[config.mk]
export PLATFORM = sky130hd
export DESIGN_NAME = ept_divider
export DESIGN_NICKNAME = d
export VERILOG_FILES = /design/src/rtl/ept_divider.sv
export SDC_FILE = /design/constraint.sdc
export NUM_CORES = 1
export LEC_CHECK = 0
export BUFFER_PORTS_ARGS = -buffer_cell sky130_fd_sc_hd__buf_4
export CAP_MARGIN = 5
export CORE_UTILIZATION = 23
export CTS_BUF_LIST = sky130_fd_sc_hd__clkbuf_2
export CTS_CLUSTER_SIZE = 30
export DETAILED_ROUTE_END_ITERATION = 8
export GPL_ROUTABILITY_DRIVEN = 0
export PLACE_DENSITY = 0.42
export SLEW_MARGIN = 20
export SYNTH_ARGS = -nofsm -noshare
export SYNTH_HDL_FRONTEND = slang
export SYNTH_SLANG_ARGS = --single-unit
[constraint.sdc]
create_clock -name clk_i -period 5.2 [get_ports clk_i]
set_input_delay 0.78 -clock clk_i [delete_from_list [all_inputs] [get_ports clk_i]]
set_output_delay 0.78 -clock clk_i [all_outputs]
set_load 0.1 [all_outputs]
[src/rtl/ept_divider.sv]
module ept_divider #(
  parameter int unsigned NUM_W = 41,
  parameter int unsigned DEN_W = 9
) (
  input  logic             clk_i,
  input  logic             rst_ni,
  input  logic             start_i,
  input  logic [NUM_W-1:0] num_i,
  input  logic [DEN_W-1:0] den_i,
  output logic             busy_o,
  output logic [NUM_W-1:0] quo_o
);

  localparam int unsigned CNT_W = $clog2(NUM_W + 1);

  logic             busy_q, busy_d;
  logic [CNT_W-1:0] cnt_q, cnt_d;
  logic [NUM_W-1:0] quo_q, quo_d;
  logic [DEN_W-1:0] rem_q, rem_d;
  logic [DEN_W-1:0] den_q, den_d;
  logic [DEN_W:0]   trial;
  logic             fits;

  always_comb begin
    trial  = {rem_q, quo_q[NUM_W-1]};
    fits   = (trial >= {1'b0, den_q});
    busy_d = busy_q;
    cnt_d  = cnt_q;
    quo_d  = quo_q;
    rem_d  = rem_q;
    den_d  = den_q;
    if (start_i) begin
      busy_d = 1'b1;
      cnt_d  = CNT_W'(NUM_W);
      quo_d  = num_i;
      rem_d  = '0;
      den_d  = den_i;
    end else if (busy_q) begin
      quo_d = {quo_q[NUM_W-2:0], fits};
      rem_d = fits ? DEN_W'(trial - {1'b0, den_q}) : trial[DEN_W-1:0];
      cnt_d = cnt_q - 1'b1;
      if (cnt_q == CNT_W'(1)) begin
        busy_d = 1'b0;
      end
    end
  end

  always_ff @(posedge clk_i or negedge rst_ni) begin
    if (!rst_ni) begin
      busy_q <= 1'b0;
      cnt_q  <= '0;
    end else begin
      busy_q <= busy_d;
      cnt_q  <= cnt_d;
    end
  end

  always_ff @(posedge clk_i) begin
    quo_q <= quo_d;
    rem_q <= rem_d;
    den_q <= den_d;
  end

  assign busy_o = busy_q;
  assign quo_o  = quo_q;

endmodule

======== Yosys cells after proc, flatten, opt, wreduce, memory -nomap -nowiden ========
Cells that the tools add are included.
W data, S select, Z words.
operators by class
  $add $sub $neg .......................... 2
  $mul .................................... 0
  div/mod/pow operators ................... 0
  $lt $le $gt $ge ......................... 1
  equality and inequality tests ........... 1
  shifts and indexed selects .............. 0
  mux-type cells .......................... 8
  bitwise gates (word level) .............. 0
  reduce and logical (&&, ||, !) cells .... 1
operators with widths
  cell                   count
  $mux W41               2
  $mux W6                2
  $ge A10 B9 Y1          1
  $mux W9                1
  $sub A9 B9 Y9          1
  $eq A6 B1 Y1 const B   1
  $sub A6 B1 Y6 const B  1
  $mux W1                3
  $reduce_bool A2 Y1     1
storage, ports and cells
  register bits ........................... 66
  latch bits .............................. 0
  RAM bits ................................ 0
  bits in read-only memories .............. 0
  input port bits ......................... 53
  output and inout port bits .............. 42
  word-level logic and storage cells ...... 18
  memories kept ........................... 0

======== Logic depth before layout (Yosys ltp) ========
  word-level depth ........................ 4
  gate-level depth with buffers ........... 10
  mapped depth without buffers ............ 9

======== Worst setup path before layout ========
No wires, ideal clock.
  path kind ............................... flip-flop to flip-flop
  start ................................... register quo_q[40], in the netlist quo_o[40]
  end ..................................... register rem_q[0]
  setup time .............................. 79 ps
  data arrival time ....................... 2771 ps
  data required time ...................... 5121 ps
  setup slack ............................. 2349 ps
  cell stages (with the launch flop) ...... 11
  buffers on the path ..................... 1
  clock period less this slack ............ 2851 ps
  cells stage by stage .................... edfxtp_1 > inv_1 > ha_1 > inv_1 > fa_1 > a21o_1 > a31oi_1 > o221a_1 > buf_6 > mux2_4 > a211oi_2
on the way
  longest elaborated chain between the ends .. 2
  elaborated cells between the ends (all ways) .. 3
  those cells by class .................... add/sub: 1; order compare: 1; mux: 1
ends and longest elaborated chain
  item                                                   line    source
  from (decl)                                            18      logic [NUM_W-1:0] quo_q, quo_d;
  from (signal assigned)                                 59      quo_q <= quo_d;
  $sub A9 B9 Y9 / $ge A10 B9 Y1 (equally long branches)  40, 26
  $mux W9 (*)                                            40      rem_d = fits ? DEN_W'(trial - {1'b0, den_q}) : trial[DEN_W-1:0];
  to (signal assigned)                                   60      rem_q <= rem_d;
  to (decl)                                              19      logic [DEN_W-1:0] rem_q, rem_d;
Every way passes the cells marked *; elsewhere a longest branch is shown, timed or not.
A chain may end at the register's enable or synchronous reset.

======== Final worst setup path ========
Ends and elaborated chain as after synthesis.

==> flow_summary.toml <==
[status]
outcome = "complete, no violations"

[critical_path]
r2r_cells = 9
reg2reg_from = "quo_o[40]"
worst-setup-path-type = "reg2reg"
crit_fanout = 10
reg2reg_to = "rem_q[0]"
slowest_stage = "o221a_1"
r2r_setup_slack_ns = 2.49
crit_buf_inv = 2
worstPathArrival_ns = 3.10
cp_slowest_stage_delay_ns = 0.54
required_ns = 5.59
cp_common_cell = "inv_1"
critPathLaunchType = "flop"
end_kind = "flop"
crit_family = "compound AO/OA/AOI/OAI gates"
path_cells = "inv_1, ha_1, inv_1, fa_1, a21o_1, a31oi_1, o221a_1, mux2_4, a211oi_2"

[timing]
tightest_slew_ns = 0.9995
fin_setup_tns_ns = 0
fin_crit_sh = 0.5219
holdWs_ns = 0.07726
finClkSkew_ns = 0.01917
slew_viol_final = 0
min_period_ns = 2.714
finalSetupViolCount = 0
rsz0062_at_grt = "no"
worst_slack_ns = 2.486
fmax_mhz = 368.5
slew_headroom = 0.3337
hold_viol = 0

[layout]
diodes = 0
nets = 399
drive_gt1_frac = 0.4779
syn_to_final_growth_pct = 31.13

[job]
cap_violations = 0

[route]
drt_iter0_drc = 98
vias_per_cell = 4.336
totalWireLength_mm = 7.382
dr.pass1.iters = 6
drc = 0
ant_nets = 0
wl_per_cell_um = 14.33
num_vias = 2233

[floorplan]
core_um2 = 13450
rows = 42
fp.dieW_um = 120.5
initial_core_util = 0.2402
die_area_um2 = 14530
chipHeight_um = 120.5
io_pins = 95

[pwr]
p_clk_frac = 0.188
combPwrFrac = 0.433
peakVddDrop_v = 0.0001985
p_per_area_nw_per_um2 = 442.4
p_sw_mw = 0.7986
seqPwrFrac = 0.379
power.total_mw = 1.875
internal_power_mw = 1.076
p_leak_nw = 1.764
p_sw_frac = 0.4260

[placed_design]
io_buffers = 94
dp_hpwl_mm = 5.085
place_ws_ns = 2.370

[yosys]
yosys_warnings = 0
postSynth.asyncResetShare = 0.1061
synth_top_cell_by_area = "edfxtp_1"
synth-seq-area-share = 0.5745
syn_nets = 306
synth.most_common_cell = "edfxtp_1"
syn_inst = 241
synth_area_leaders = "edfxtp_1 (46%), mux2_2 (15%), dfxtp_1 (5.6%)"
syn_area_um2 = 3232
synth_flop_cell = "edfxtp_1"
synth_top_area_frac = 0.4646
ys_seq_elements = 66
ys_types = 47
synth_common_cells = "edfxtp_1 (50), mux2_2 (42), nand2_1 (17)"
synth_edf_count = 50
synth.avg_cell_area_um2 = 13.41

[clocking]
cts_setup_buffers = 0
path_clk_slew_ns = 0.19
holdBufCountCts = 0
cts.sinks = 66
cts_tree = "yes"
cts-htree-levels = 3
cts-buffers-inserted = 9
cts-root-buf = "clkbuf_2"
ctsResizeCount = 0
cts_buffer_depth = 2
clkLatencyLatePin_ns = 0.47

[global_route]
grt_first_pass_wirelength_mm = 11.68
antenna_found_initial = 0
overflow = 0
grt_pass1_vias = 2246
grt_usage = 0.1049
grt_max_degree = 70

[worst_hold_path]
worst_hold_path_type = "in2async"
==> kinds of logic after synthesis <==
| group | share of synthesized area |
|---|---|
| AOI/OAI and AO/OA | 0.08169 |
| xor gates and xnor gates | 0.02168 |
| adders and majority gates | 0.04878 |
| buffers and inverters | 0.03291 |
| DFF | 0.5745 |
| muxes | 0.1572 |
| and+or+nand+nor | 0.08324 |
==> worst max-delay path by stage <==
| stage | startpoint | to | cells after the start |
|---|---|---|---|
| after floorplan | quo_o[40] | rem_q[0] | 10 |
| after global placement | start_i | quo_o[5] | 2 |
| after detailed placement | start_i | quo_o[5] | 2 |
| after CTS | quo_o[40] | rem_q[0] | 9 |
| after global routing | quo_o[40] | rem_q[0] | 9 |
| final | quo_o[40] | rem_q[0] | 9 |
==> cells in the final DEF (no fill, tap or decap), drive strengths merged, types with 2 or more instances in the layout <==
master,instances
a211oi,4
mux2i,2
nand3b,2
buf,94
a21oi,7
clkbuf,11
nand4b,2
xnor2,5
nand2b,4
clkinv,3
nor3,2
mux2,43
bufinv,2
nor2,16
dfrtp,7
nand2,17
ha,11
nand3,2
inv,14
a21o,4
a311oi,7
edfxtp,50
dfxtp,9
nor4b,2
xor2,3
and3,2
==> registers in the layout, summed over array words and instances, names as in the netlist <==
| signal | flops |
|---|---|
| rem_q | 9 |
| quo_o | 41 |
| busy_o | 1 |
| den_q | 9 |
| cnt_q | 6 |
==> power by group through the flow <==
stage               logic [mW]  registers (mW)  clock network, mW
floorplan                0.345            1.01                  0
global placement         0.810           0.724                  0
detailed placement       0.811           0.722                  0
CTS                      0.816           0.712              0.371
global route             0.863           0.721              0.392
finish                   0.812           0.710              0.353
==> through the flow <==
stage	util	std cells	instance area, um2
after floorplan	-	241	3232
after global placement	0.3051	499	4104
after detailed placement	0.3051	499	4104
after CTS	0.3150	515	4238
after global routing	0.3150	515	4238
final	0.3150	515	4238
==> metal layers <==
| layer | wire length, um | global-route usage | part of all wire |
|---|---|---|---|
| met5 | 0 | 0 | 0 |
| met3 | 568 | 0.03821 | 0.077 |
| met1 | 3265 | 0.1333 | 0.44 |
| met2 | 3475 | 0.1613 | 0.47 |
| met4 | 73 | 0.04167 | 0.0099 |
==> area by class of cell <==
| cell class | instances | area, um2 |
|---|---|---|
| timing repair buffer | 94 | 705.7 |
| multi-input combinational | 149 | 1269 |
| clock inverter | 5 | 78.83 |
| fill | 1387 | 9215 |
| inverter | 14 | 52.55 |
| clock buffer | 11 | 55.05 |
| tap | 176 | 220.2 |
| sequential | 66 | 1857 |
No activity file was read; power rests on OpenSTA's default activity.
